`src/rtl/sft_pkg.sv`:
```
// Shared types, codes and tables of the spec file tokenizer.
// Depends on nothing; used by every module of the block.
package sft_pkg;

	localparam int OFFSET_BITS_DEF = 24;
	localparam int NUMBER_BITS_DEF = 32;
	localparam int KEYWORD_MAX_DEF = 13;

	localparam int OFF_W = 24;
	localparam int NUM_W = 32;

	// character classes
	typedef enum logic [3:0] {
		C_MISC, C_EOF, C_SP, C_LF, C_AHEX, C_ALPHA, C_X, C_DIG, C_ZERO,
		C_DOTSL, C_DQ, C_LB, C_RB, C_RESV, C_HASH
	} cls_t;

	// scan states, one-hot
	typedef enum logic [10:0] {
		S_TOP      = 11'b00000000001,
		S_SECT     = 11'b00000000010,
		S_CMT_TOP  = 11'b00000000100,
		S_CMT_SECT = 11'b00000001000,
		S_KW       = 11'b00000010000,
		S_DIG      = 11'b00000100000,
		S_ZERO     = 11'b00001000000,
		S_HEXLEAD  = 11'b00010000000,
		S_HEX      = 11'b00100000000,
		S_STR      = 11'b01000000000,
		S_PATH     = 11'b10000000000
	} scan_t;

	// transition outcomes
	typedef enum logic [3:0] {
		A_STAY, A_ERR, A_ERRSTR, A_ERRPATH, A_DONE, A_NUM, A_STRING,
		A_PATHTOK, A_KEYWORD, A_BEGIN, A_CLOSE
	} act_t;

	localparam logic [4:0] K_BEGIN = 5'd0;
	localparam logic [4:0] K_CLOSE = 5'd1;
	localparam logic [4:0] K_TRUE  = 5'd21;
	localparam logic [4:0] K_NUM   = 5'd23;
	localparam logic [4:0] K_STR   = 5'd24;
	localparam logic [4:0] K_PATH  = 5'd25;
	localparam logic [4:0] K_DONE  = 5'd26;
	localparam logic [4:0] K_ERR   = 5'd27;

	localparam logic [1:0] E_UNEXP  = 2'd0;
	localparam logic [1:0] E_UNKKW  = 2'd1;
	localparam logic [1:0] E_UNTERM = 2'd2;
	localparam logic [1:0] E_PATH   = 2'd3;

	typedef struct packed {
		logic [7:0] text_byte;
		logic       start_req;
	} in_t;

	typedef struct packed {
		logic [4:0]       token_kind;
		logic [NUM_W-1:0] number_value;
		logic [OFF_W-1:0] text_begin;
		logic [OFF_W-1:0] text_length;
		logic             is_true;
		logic [1:0]       error_code;
		logic [OFF_W-1:0] error_end;
		logic             last;
	} out_t;

	// keyword table, 13 chars max, left aligned, zero padded
	localparam int KW_N = 21;
	localparam int KW_CH = 13;
	typedef logic [8*KW_CH-1:0] kw_word_t;

	function automatic kw_word_t kw_word(input int i);
		case (i)
			0:  kw_word = {"Properties", 24'h0};
			1:  kw_word = {"ARM9", 72'h0};
			2:  kw_word = {"ARM7", 72'h0};
			3:  kw_word = {"Layout", 56'h0};
			4:  kw_word = {"Title", 64'h0};
			5:  kw_word = {"Serial", 56'h0};
			6:  kw_word = {"MakerCode", 32'h0};
			7:  kw_word = {"Revision", 40'h0};
			8:  kw_word = {"ROMType", 48'h0};
			9:  kw_word = {"ROMCapacity", 16'h0};
			10: kw_word = {"PadToEnd", 40'h0};
			11: kw_word = {"CodeBinary", 24'h0};
			12: kw_word = {"Definitions", 16'h0};
			13: kw_word = {"OverlayTable", 8'h0};
			14: kw_word = "SetTargetPath";
			15: kw_word = "SetSourcePath";
			16: kw_word = {"AddFile", 48'h0};
			17: kw_word = {"PROM", 72'h0};
			18: kw_word = {"MROM", 72'h0};
			19: kw_word = {"true", 72'h0};
			20: kw_word = {"false", 64'h0};
			default: kw_word = '0;
		endcase
	endfunction

	function automatic logic [3:0] kw_len(input int i);
		case (i)
			0, 11: kw_len = 4'd10;
			1, 2, 17, 18, 19: kw_len = 4'd4;
			3, 5: kw_len = 4'd6;
			4, 20: kw_len = 4'd5;
			6: kw_len = 4'd9;
			7, 10: kw_len = 4'd8;
			8, 16: kw_len = 4'd7;
			9, 12: kw_len = 4'd11;
			13: kw_len = 4'd12;
			14, 15: kw_len = 4'd13;
			default: kw_len = 4'd0;
		endcase
	endfunction

	function automatic cls_t class_of(input logic [7:0] b);
		if (b[7]) class_of = C_MISC;
		else if (b == 8'h00) class_of = C_EOF;
		else if (b == " " || b == 8'h09 || b == 8'h0d) class_of = C_SP;
		else if (b == 8'h0a) class_of = C_LF;
		else if ((b >= "a" && b <= "f") || (b >= "A" && b <= "F")) class_of = C_AHEX;
		else if (b == "x" || b == "X") class_of = C_X;
		else if ((b >= "a" && b <= "z") || (b >= "A" && b <= "Z")) class_of = C_ALPHA;
		else if (b == "0") class_of = C_ZERO;
		else if (b >= "1" && b <= "9") class_of = C_DIG;
		else if (b == "." || b == "/") class_of = C_DOTSL;
		else if (b == 8'h22) class_of = C_DQ;
		else if (b == "{") class_of = C_LB;
		else if (b == "}") class_of = C_RB;
		else if (b == "#") class_of = C_HASH;
		else if (b == "<" || b == ">" || b == 8'h5c || b == "?" || b == "*" ||
			b == ":" || b == "|") class_of = C_RESV;
		else class_of = C_MISC;
	endfunction

	function automatic logic [3:0] hex_value(input logic [7:0] b);
		if (b >= "0" && b <= "9") hex_value = 4'(b - "0");
		else if (b >= "a" && b <= "f") hex_value = 4'(b - "a" + 8'd10);
		else if (b >= "A" && b <= "F") hex_value = 4'(b - "A" + 8'd10);
		else hex_value = 4'd0;
	endfunction

	// transition decision: next scan state when staying, or an outcome
	typedef struct packed {
		act_t  act;
		scan_t nxt;
	} step_t;

endpackage

```
`src/rtl/spec_file_tokenizer.sv`:
```
// Top level of the spec file tokenizer: input register, lexer state, result queue.
// Depends on sft_pkg, sft_next and sft_kwmatch.
//
// Byte-stream lexer for a ROM specification language. One source byte is
// taken per transaction and one byte can be accepted every clock cycle: the
// byte is registered (_s1), then a single table transition computes zero, one
// or two result transactions that go into a four-entry result queue. A byte
// accepted at one edge is written into the queue at the next edge; its first
// result then shows on the output. The only rate limit is the queue: a byte
// is accepted while the queued results plus the results of the byte in the
// input register leave room for two more, so with the output side taking one
// result per cycle the input stalls only around bytes with two results, and a
// stalled output side backs up to the input once three or four results wait.
// A known keyword ended by '{' gives two results: the keyword, then the brace
// (an error in a section). A zero byte at top level or in a comment gives a
// done result; any error gives an error result; both halt the lexer, which
// then drops bytes silently until one carries start_req. Numbers wrap at
// NUMBER_BITS, offsets and lengths saturate at OFFSET_BITS.
module spec_file_tokenizer #(
	parameter int OFFSET_BITS = sft_pkg::OFFSET_BITS_DEF,
	parameter int NUMBER_BITS = sft_pkg::NUMBER_BITS_DEF,
	parameter int KEYWORD_MAX = sft_pkg::KEYWORD_MAX_DEF
) (
	input  logic          clk,
	input  logic          arst_n,
	input  logic          in_valid,
	output logic          in_stall,
	input  sft_pkg::in_t  in_data,
	output logic          out_valid,
	input  logic          out_stall,
	output sft_pkg::out_t out_data
);
	localparam logic [OFFSET_BITS-1:0] OFF_MAX = '1;
	localparam int KI_W = $clog2(KEYWORD_MAX);

	// input stage
	logic          v_s1;
	sft_pkg::in_t  d_s1;

	// lexer state
	sft_pkg::scan_t         scan_q;
	logic                   sect_q;
	logic [OFFSET_BITS-1:0] off_q, tstart_q, tcount_q;
	logic [NUMBER_BITS-1:0] acc_q;
	logic [KEYWORD_MAX-1:0][7:0] kw_q;
	logic                   halt_q;

	// result queue, four entries
	sft_pkg::out_t q_q [4];
	logic [2:0]    cnt_q;
	logic [1:0]    rd_q;

	logic in_acc, out_acc;
	assign in_acc  = in_valid && !in_stall;
	assign out_acc = out_valid && !out_stall;

	always_ff @(posedge clk or negedge arst_n) begin
		if (!arst_n) begin
			v_s1 <= 1'b0;
		end else begin
			v_s1 <= in_acc;
		end
	end
	always_ff @(posedge clk) begin
		if (in_acc) d_s1 <= in_data;
	end

	// effective state after an optional restart
	sft_pkg::scan_t         e_scan;
	logic                   e_sect, e_halt;
	logic [OFFSET_BITS-1:0] e_off, e_tstart, e_tcount;
	logic [NUMBER_BITS-1:0] e_acc;
	sft_pkg::cls_t  cls;
	sft_pkg::step_t step;
	logic [4:0]     kw_kind;

	always_comb begin
		if (d_s1.start_req) begin
			e_scan = sft_pkg::S_TOP; e_sect = 1'b0; e_halt = 1'b0;
			e_off = '0; e_tstart = '0; e_tcount = '0; e_acc = '0;
		end else begin
			e_scan = scan_q; e_sect = sect_q; e_halt = halt_q;
			e_off = off_q; e_tstart = tstart_q; e_tcount = tcount_q; e_acc = acc_q;
		end
	end

	assign cls = sft_pkg::class_of(d_s1.text_byte);

	sft_next u_next (.st(e_scan), .c(cls), .step(step));

	sft_kwmatch #(.KEYWORD_MAX(KEYWORD_MAX), .OFFSET_BITS(OFFSET_BITS)) u_kw (
		.chars(kw_q), .count(e_tcount), .kind(kw_kind)
	);

	// token state update when staying in a scan state
	logic                   in_tok_prev, in_tok_nxt;
	logic [OFFSET_BITS-1:0] n_tcount, ebeg;
	logic [NUMBER_BITS-1:0] n_acc;
	sft_pkg::scan_t back;
	assign in_tok_prev = (e_scan == sft_pkg::S_KW) || (e_scan == sft_pkg::S_DIG) ||
		(e_scan == sft_pkg::S_ZERO) || (e_scan == sft_pkg::S_HEXLEAD) ||
		(e_scan == sft_pkg::S_HEX) || (e_scan == sft_pkg::S_STR) ||
		(e_scan == sft_pkg::S_PATH);
	assign in_tok_nxt = (step.nxt == sft_pkg::S_KW) || (step.nxt == sft_pkg::S_DIG) ||
		(step.nxt == sft_pkg::S_ZERO) || (step.nxt == sft_pkg::S_HEXLEAD) ||
		(step.nxt == sft_pkg::S_HEX) || (step.nxt == sft_pkg::S_STR) ||
		(step.nxt == sft_pkg::S_PATH);
	assign ebeg = in_tok_prev ? e_tstart : e_off;
	assign back = e_sect ? sft_pkg::S_SECT : sft_pkg::S_TOP;

	always_comb begin
		n_acc = in_tok_prev ? e_acc : '0;
		n_tcount = !in_tok_prev ? OFFSET_BITS'(1) :
			(e_tcount != OFF_MAX ? e_tcount + 1'b1 : e_tcount);
		if (step.nxt == sft_pkg::S_DIG)
			n_acc = NUMBER_BITS'(n_acc * NUMBER_BITS'(10))
				+ NUMBER_BITS'(d_s1.text_byte[3:0]);
		else if (step.nxt == sft_pkg::S_HEX && e_scan == sft_pkg::S_HEX)
			n_acc = {n_acc[NUMBER_BITS-5:0], 4'b0000}
				| NUMBER_BITS'(sft_pkg::hex_value(d_s1.text_byte));
		else if (step.nxt == sft_pkg::S_HEX)
			n_acc = NUMBER_BITS'(sft_pkg::hex_value(d_s1.text_byte));
	end

	function automatic sft_pkg::out_t mk(input logic [4:0] k, input logic [31:0] nv,
		input logic [OFFSET_BITS-1:0] b, input logic [OFFSET_BITS-1:0] l, input logic t,
		input logic [1:0] ec, input logic [OFFSET_BITS-1:0] ee);
		sft_pkg::out_t o;
		o.token_kind = k; o.number_value = nv;
		o.text_begin = sft_pkg::OFF_W'(b); o.text_length = sft_pkg::OFF_W'(l);
		o.is_true = t; o.error_code = ec; o.error_end = sft_pkg::OFF_W'(ee);
		o.last = 1'b0;
		mk = o;
	endfunction

	// results of this byte
	sft_pkg::out_t r0, r1;
	logic [1:0]    nres;
	sft_pkg::scan_t n_scan;
	logic           n_sect, n_halt;
	logic [31:0]    acc32;
	logic [OFFSET_BITS-1:0] sbeg;
	assign acc32 = 32'(e_acc);
	assign sbeg = (e_tstart != OFF_MAX) ? e_tstart + 1'b1 : OFF_MAX;

	always_comb begin
		r0 = mk(sft_pkg::K_ERR, '0, ebeg, '0, 1'b0, sft_pkg::E_UNEXP, e_off);
		r1 = r0;
		nres = 2'd1;
		n_scan = e_scan; n_sect = e_sect; n_halt = 1'b0;
		case (step.act)
			sft_pkg::A_STAY: begin
				nres = 2'd0; n_scan = step.nxt;
			end
			sft_pkg::A_DONE: begin
				r0 = mk(sft_pkg::K_DONE, '0, e_off, '0, 1'b0, sft_pkg::E_UNEXP, '0);
				n_halt = 1'b1;
			end
			sft_pkg::A_ERRSTR: begin
				r0.error_code = sft_pkg::E_UNTERM; n_halt = 1'b1;
			end
			sft_pkg::A_ERRPATH: begin
				r0.error_code = sft_pkg::E_PATH; n_halt = 1'b1;
			end
			sft_pkg::A_NUM: begin
				r0 = mk(sft_pkg::K_NUM, acc32, e_tstart, '0, 1'b0, sft_pkg::E_UNEXP, '0);
				n_scan = back;
			end
			sft_pkg::A_STRING: begin
				r0 = mk(sft_pkg::K_STR, '0, sbeg, e_tcount - 1'b1, 1'b0,
					sft_pkg::E_UNEXP, '0);
				n_scan = back;
			end
			sft_pkg::A_PATHTOK: begin
				r0 = mk(sft_pkg::K_PATH, '0, e_tstart, e_tcount, 1'b0, sft_pkg::E_UNEXP, '0);
				n_scan = back;
			end
			sft_pkg::A_BEGIN: begin
				r0 = mk(sft_pkg::K_BEGIN, '0, e_off, '0, 1'b0, sft_pkg::E_UNEXP, '0);
				n_sect = 1'b1; n_scan = sft_pkg::S_SECT;
			end
			sft_pkg::A_CLOSE: begin
				r0 = mk(sft_pkg::K_CLOSE, '0, e_off, '0, 1'b0, sft_pkg::E_UNEXP, '0);
				n_sect = 1'b0; n_scan = sft_pkg::S_TOP;
			end
			sft_pkg::A_KEYWORD: begin
				if (kw_kind == '0) begin
					r0.error_code = sft_pkg::E_UNKKW; n_halt = 1'b1;
				end else begin
					r0 = mk(kw_kind, '0, e_tstart, '0, kw_kind == sft_pkg::K_TRUE,
						sft_pkg::E_UNEXP, '0);
					n_scan = back;
					if (cls == sft_pkg::C_LB) begin
						nres = 2'd2;
						if (!e_sect) begin
							r1 = mk(sft_pkg::K_BEGIN, '0, e_off, '0, 1'b0,
								sft_pkg::E_UNEXP, '0);
							n_sect = 1'b1; n_scan = sft_pkg::S_SECT;
						end else begin
							r1 = mk(sft_pkg::K_ERR, '0, e_off, '0, 1'b0,
								sft_pkg::E_UNEXP, e_off);
							n_halt = 1'b1;
						end
					end
				end
			end
			default: n_halt = 1'b1;
		endcase
		if (nres == 2'd1) r0.last = 1'b1;
		if (nres == 2'd2) r1.last = 1'b1;
	end

	logic live;
	assign live = v_s1 && !e_halt;

	always_ff @(posedge clk or negedge arst_n) begin
		if (!arst_n) begin
			scan_q <= sft_pkg::S_TOP; sect_q <= 1'b0; halt_q <= 1'b0;
			off_q <= '0; tstart_q <= '0; tcount_q <= '0; acc_q <= '0;
		end else if (v_s1) begin
			scan_q <= e_scan; sect_q <= e_sect; halt_q <= e_halt;
			off_q <= e_off; tstart_q <= e_tstart; tcount_q <= e_tcount; acc_q <= e_acc;
			if (live) begin
				scan_q <= n_scan; sect_q <= n_sect; halt_q <= n_halt;
				off_q <= (e_off != OFF_MAX) ? e_off + 1'b1 : e_off;
				if (step.act == sft_pkg::A_STAY && in_tok_nxt) begin
					tcount_q <= n_tcount; acc_q <= n_acc;
					if (!in_tok_prev) tstart_q <= e_off;
				end
			end
		end
	end

	// keyword characters, written only for the current word
	always_ff @(posedge clk) begin
		if (live && step.act == sft_pkg::A_STAY && step.nxt == sft_pkg::S_KW &&
			(n_tcount - 1'b1) < OFFSET_BITS'(KEYWORD_MAX))
			kw_q[KI_W'(n_tcount - 1'b1)] <= d_s1.text_byte;
	end

	// result queue
	logic [1:0] push;
	assign push = live ? nres : 2'd0;
	// room for the results of the byte in the input register and two more
	assign in_stall = (cnt_q + 3'(push)) > 3'd2;
	always_ff @(posedge clk or negedge arst_n) begin
		if (!arst_n) begin
			cnt_q <= '0; rd_q <= '0;
		end else begin
			cnt_q <= cnt_q + 3'(push) - 3'(out_acc);
			if (out_acc) rd_q <= rd_q + 2'd1;
		end
	end
	logic [1:0] wp;
	assign wp = rd_q + cnt_q[1:0];
	always_ff @(posedge clk) begin
		if (push != 2'd0) q_q[wp] <= r0;
		if (push == 2'd2) q_q[wp + 2'd1] <= r1;
	end

	assign out_valid = cnt_q != 3'd0;
	assign out_data = q_q[rd_q];
endmodule

```
`src/rtl/sft_next.sv`:
```
// Transition table of the tokenizer: class of byte and scan state to outcome.
// Depends on sft_pkg.
module sft_next (
	input  sft_pkg::scan_t st,
	input  sft_pkg::cls_t  c,
	output sft_pkg::step_t step
);
	logic ws, word, hexd;

	assign ws   = (c == sft_pkg::C_SP) || (c == sft_pkg::C_LF);
	assign word = (c == sft_pkg::C_AHEX) || (c == sft_pkg::C_ALPHA) || (c == sft_pkg::C_X);
	assign hexd = (c == sft_pkg::C_AHEX) || (c == sft_pkg::C_DIG) || (c == sft_pkg::C_ZERO);

	always_comb begin
		step.act = sft_pkg::A_ERR;
		step.nxt = st;
		case (st)
			sft_pkg::S_TOP: begin
				if (c == sft_pkg::C_EOF) step.act = sft_pkg::A_DONE;
				else if (ws) step.act = sft_pkg::A_STAY;
				else if (c == sft_pkg::C_HASH) begin
					step.act = sft_pkg::A_STAY; step.nxt = sft_pkg::S_CMT_TOP;
				end else if (word) begin
					step.act = sft_pkg::A_STAY; step.nxt = sft_pkg::S_KW;
				end else if (c == sft_pkg::C_LB) step.act = sft_pkg::A_BEGIN;
			end
			sft_pkg::S_SECT: begin
				step.act = sft_pkg::A_STAY;
				if (ws) step.nxt = st;
				else if (c == sft_pkg::C_HASH) step.nxt = sft_pkg::S_CMT_SECT;
				else if (word) step.nxt = sft_pkg::S_KW;
				else if (c == sft_pkg::C_DIG) step.nxt = sft_pkg::S_DIG;
				else if (c == sft_pkg::C_ZERO) step.nxt = sft_pkg::S_ZERO;
				else if (c == sft_pkg::C_DQ) step.nxt = sft_pkg::S_STR;
				else if (c == sft_pkg::C_DOTSL) step.nxt = sft_pkg::S_PATH;
				else if (c == sft_pkg::C_RB) step.act = sft_pkg::A_CLOSE;
				else step.act = sft_pkg::A_ERR;
			end
			sft_pkg::S_CMT_TOP: begin
				step.act = (c == sft_pkg::C_EOF) ? sft_pkg::A_DONE : sft_pkg::A_STAY;
				if (c == sft_pkg::C_LF) step.nxt = sft_pkg::S_TOP;
			end
			sft_pkg::S_CMT_SECT: begin
				step.act = (c == sft_pkg::C_EOF) ? sft_pkg::A_DONE : sft_pkg::A_STAY;
				if (c == sft_pkg::C_LF) step.nxt = sft_pkg::S_SECT;
			end
			sft_pkg::S_KW: begin
				if (ws || c == sft_pkg::C_LB) step.act = sft_pkg::A_KEYWORD;
				else if (word || c == sft_pkg::C_DIG || c == sft_pkg::C_ZERO)
					step.act = sft_pkg::A_STAY;
			end
			sft_pkg::S_DIG: begin
				if (ws) step.act = sft_pkg::A_NUM;
				else if (c == sft_pkg::C_DIG) step.act = sft_pkg::A_STAY;
			end
			sft_pkg::S_ZERO: begin
				if (ws) step.act = sft_pkg::A_NUM;
				else if (c == sft_pkg::C_X) begin
					step.act = sft_pkg::A_STAY; step.nxt = sft_pkg::S_HEXLEAD;
				end else if (c == sft_pkg::C_DIG) begin
					step.act = sft_pkg::A_STAY; step.nxt = sft_pkg::S_DIG;
				end
			end
			sft_pkg::S_HEXLEAD: begin
				if (hexd) begin
					step.act = sft_pkg::A_STAY; step.nxt = sft_pkg::S_HEX;
				end
			end
			sft_pkg::S_HEX: begin
				if (ws) step.act = sft_pkg::A_NUM;
				else if (hexd) step.act = sft_pkg::A_STAY;
			end
			sft_pkg::S_STR: begin
				if (c == sft_pkg::C_LF) step.act = sft_pkg::A_ERRSTR;
				else if (c == sft_pkg::C_DQ) step.act = sft_pkg::A_STRING;
				else if (c != sft_pkg::C_EOF) step.act = sft_pkg::A_STAY;
			end
			sft_pkg::S_PATH: begin
				if (ws) step.act = sft_pkg::A_PATHTOK;
				else if (c == sft_pkg::C_DQ || c == sft_pkg::C_LB || c == sft_pkg::C_RB ||
					c == sft_pkg::C_RESV) step.act = sft_pkg::A_ERRPATH;
				else if (c == sft_pkg::C_EOF || c == sft_pkg::C_HASH) step.act = sft_pkg::A_ERR;
				else step.act = sft_pkg::A_STAY;
			end
			default: step.act = sft_pkg::A_ERR;
		endcase
	end
endmodule

```
`src/rtl/sft_kwmatch.sv`:
```
// Keyword matcher: compares the collected word with the fixed keyword table.
// Depends on sft_pkg.
module sft_kwmatch #(
	parameter int KEYWORD_MAX = sft_pkg::KEYWORD_MAX_DEF,
	parameter int OFFSET_BITS = sft_pkg::OFFSET_BITS_DEF
) (
	input  logic [KEYWORD_MAX-1:0][7:0] chars,
	input  logic [OFFSET_BITS-1:0]      count,
	output logic [4:0]                  kind
);
	logic [sft_pkg::KW_CH-1:0][7:0] w;
	sft_pkg::kw_word_t ref_w;
	logic [3:0] len;
	logic hit;

	always_comb begin
		kind = '0;
		for (int i = sft_pkg::KW_N - 1; i >= 0; i--) begin
			ref_w = sft_pkg::kw_word(i);
			len = sft_pkg::kw_len(i);
			hit = (count == OFFSET_BITS'(len));
			for (int j = 0; j < sft_pkg::KW_CH; j++) begin
				w[sft_pkg::KW_CH-1-j] = ref_w[8*(sft_pkg::KW_CH-1-j) +: 8];
				if (j < int'(len) && chars[j] != w[sft_pkg::KW_CH-1-j]) hit = 1'b0;
			end
			if (hit) kind = 5'(i + 2);
		end
	end
endmodule

```
`config.mk`:
```
export PLATFORM = sky130hd
export DESIGN_NAME = spec_file_tokenizer
export DESIGN_NICKNAME = d
export VERILOG_FILES = /design/src/rtl/sft_pkg.sv /design/src/rtl/spec_file_tokenizer.sv /design/src/rtl/sft_next.sv /design/src/rtl/sft_kwmatch.sv
export SDC_FILE = /design/constraint.sdc
export NUM_CORES = 2
export LEC_CHECK = 0
export BUFFER_PORTS_ARGS = -buffer_cell sky130_fd_sc_hd__buf_2
export CORE_ASPECT_RATIO = 1.2
export CORE_MARGIN = 1.5
export CORE_UTILIZATION = 29
export DETAILED_ROUTE_END_ITERATION = 8
export HOLD_SLACK_MARGIN = 0.03
export PLACE_DENSITY = 0.55
export SYNTH_ARGS = -nofsm -noshare
export SYNTH_HDL_FRONTEND = slang
export SYNTH_HIERARCHICAL = 1
export SYNTH_SLANG_ARGS = --single-unit
```
`constraint.sdc`:
```
create_clock -name clk -period 7.7 [get_ports clk]
set_input_delay 0.77 -clock clk [delete_from_list [all_inputs] [get_ports clk]]
set_output_delay 0.77 -clock clk [all_outputs]
set_load 0.005 [all_outputs]
```
==> run metrics <==
outcome=finished, final reports clean; FF+latch area=17700 um2; most common cell after layout, fill and taps aside=nand2_1; Total Nets Final=4251; Yosys cell types=112; Most used DFF post-synth=edfxtp_1; Placed Cells=5855; detailed placement HPWL=88.7 mm; Syn Area/Cell=9.35 um2; layout cell share with drive strength beyond 1=13.6%; vias in the first global route=32100; FMAX=134 MHz; DRT iter0 DRCs=3060; critical path capture point type=primary output; Placeable Area=132000 um2; RSZ-0062 raised after global routing=false; port bufs=127; synth top area cells=edfxtp_1, dfxtp_1, dfrtp_1; First-pass DRT Iterations=6; Slew headroom=18.3%; area delta synth->final=14.2%; cell taking the most area after synthesis=edfxtp_1; antenna violations before repair=3; Cell Chain, Critical Path=buf_12 > inv_2 > nand2_1 > clkinvlp_4 > buf_4 > and2b_2 > nand3_1 > nor4_1 > and4_1 > a2111oi_0 > nand4_1 > nor4_1 > nor2b_1 > nor2_1 > nand4_1 > buf_4 > inv_1 > fa_1 > xnor2_1 > nand2_1 > buf_2; Slowest-stage cell, CP=a2111oi_0; Initial Util=29.3%; switching share of power=35.2%; first-pass GRT wire length=201 mm; crit-path max FO=96; clock network fraction of design power=33.4%; antenna-violating nets left=0; Rows=146; Post-Syn Nets=4229; CTS Root Cell=clkbuf_16; Die ar.=136000 um2; DRC violations left=0; largest net degree at the start of global routing=119; worst-margin pin slew=1.21 ns; Final min period=7.46 ns; cells after synthesis=4142; Tcrit/Tclk final=96.9%; cts hold-fix bufs=0; number of CTS-inserted buffers=79; clock buffer depth=3; worst skew pair latency=0.67 ns; Die Span X=337 um; via count=33200; post-synth top area share=25.2%; net load switching power=4.04 mW; H-Tree Depth=3; synthesis warning total=6; Global Route Usage Sum=18.9%; gr ovfl total=0; die height=403 um; CP max stage delay=0.59 ns; P_leak=16.0 nW; CP Class=flip-flop to primary output; fillers=13600; I/O pin total=128; DR WL/cell=21.9 um; Comb power frac=29.2%; FF+latch count, synth=688; sequential area share after synthesis=45.6%; max_cap viols=0; EDFF count, synth=325; clock sinks=688; Flop pwr share=37.4%; final wirelength=132 mm; CTS tree=built; VDD IR max=200 uV; final number of setup-violating endpoints=0; final hold violation count=0; area of the multi-input gates=19900 um2; Post-Layout Cell Count=6003; cell internal pwr=7.44 mW; gpl congestion=0.962; most frequent cells in the layout=nand2_1, nor2_1, a21oi_1; P per Cell Area=260 nW/um2; FFs w/ async S/R, synth=17.9%; worst endpoint data arrival time=6.69 ns; Data required, critical path=6.93 ns; clk_skew=0.0301 ns; Worst setup SP type=flip-flop; DR vias/cell=5.54; Reg clk slew, reported paths=0.06 ns; Hold WC Path Type=input port to async pin; synthesized area=38700 um2; setup TNS=0 ns; final hold slack=0.0916 ns; fin. max-slew vios=0
power by group through the flow:
stage / clock network [mW] / registers [mW] / logic, mW
CTS: 3.91 / 4.30 / 3.35
floorplan: 0 / 4.25 / 2.10
global placement: 0 / 4.37 / 3.35
detailed placement: 0 / 4.38 / 3.34
global route: 4.05 / 4.32 / 3.60
finish: 3.83 / 4.30 / 3.35
layout make-up:
| class | instances | area share (%) |
|---|---|---|
| antenna | 1 | 0.00566 |
| clock buffer | 110 | 5.13 |
| clock inverter | 33 | 0.823 |
| inverter | 71 | 0.611 |
| multi-input combinational | 3087 | 44.9 |
| sequential | 688 | 39.9 |
| tap | 1776 | 5.02 |
| timing repair buffer | 237 | 3.60 |
cells in the mapped netlist, types with 57 or more instances:
master	number
edfxtp_1	325
xnor2_1	81
dfxtp_1	240
a21oi_1	335
nand3_1	138
clkbuf_1	257
nor2_1	521
nor4_1	57
nand2_1	550
o21ai_0	211
nand4_1	69
ha_1	71
nor2b_1	61
dfrtp_1	122
nor3_1	66
mux4_2	113
inv_1	68
o22ai_1	109
cells by family (layout without fill, tap and decap cells):
logic type | Yosys count | after routing | share of synthesized area, %
xor+xnor | 133 | 133 | 3.01
simple gates | 1779 | 1779 | 22.6
flops | 688 | 688 | 45.6
buf+inv | 367 | 451 | 3.63
other cells | 0 | 1 | 0
compound gates | 966 | 966 | 15.6
fa+ha+maj | 75 | 75 | 2.48
mux | 134 | 134 | 7.12
path summary, 6_finish.rpt:
check                      startpoint         end  slack, ns  cells past startpoint
max reg2reg                   d_s1[0]   acc_q[25]       0.62                     20
min reg2reg                q_q[2][36]  q_q[2][36]       0.45                      2
max                           d_s1[0]    in_stall       0.24                     21
max in group asynchronous      arst_n     rd_q[1]       6.06                      2
min in group clk           in_data[3]     d_s1[3]       0.30                      1
min                            arst_n    off_q[7]       0.09                      1
flip-flops by register name (all words and copies together) (netlist names):
name / flops
halt_q: 1
v_s1: 1
kw_q: 104
off_q: 24
q_q: 452
cnt_q: 3
rd_q: 2
tstart_q: 24
tcount_q: 24
scan_q: 11
sect_q: 1
acc_q: 32
d_s1: 9
worst max-delay path: cells and delay by family (launching register included):
| family | cells | cell delay (ns) |
|---|---|---|
| compound gates | 1 | 0.59 |
| buf+inv | 7 | 1.70 |
| xor+xnor | 1 | 0.32 |
| fa+ha+maj | 1 | 0.44 |
| simple gates | 11 | 2.51 |
| flops | 1 | 0.42 |
per-layer routing:
layer,vias to the layer above,track usage [%],share of wire [%]
met1,16400,24.9,42
met3,215,2.33,5.9
met2,1273,32.2,49
li1,15300,-,-
met5,-,0,0.024
met4,6,5.73,2.7
through the flow:
step | instance area, um2 | utilization, % | setup slack, ns | total power, mW
after global placement | 41500 | 31.4 | 0.773 | 7.72
after CTS | 44200 | 33.4 | 0.116 | 11.6
after global routing | 44200 | 33.4 | 0.0119 | 12.0
after detailed placement | 41500 | 31.4 | 0.740 | 7.72
after floorplan | 38700 | - | 0.128 | 6.34
final | 44200 | 33.4 | 0.241 | 11.5
timing repair:
action / 4_1_cts / 5_1_grt
setup buffers: 0 / 4
endpoints found under the setup margin: 0 / 1
resized for setup: 0 / 6
No activity file was read; power rests on OpenSTA's default activity.
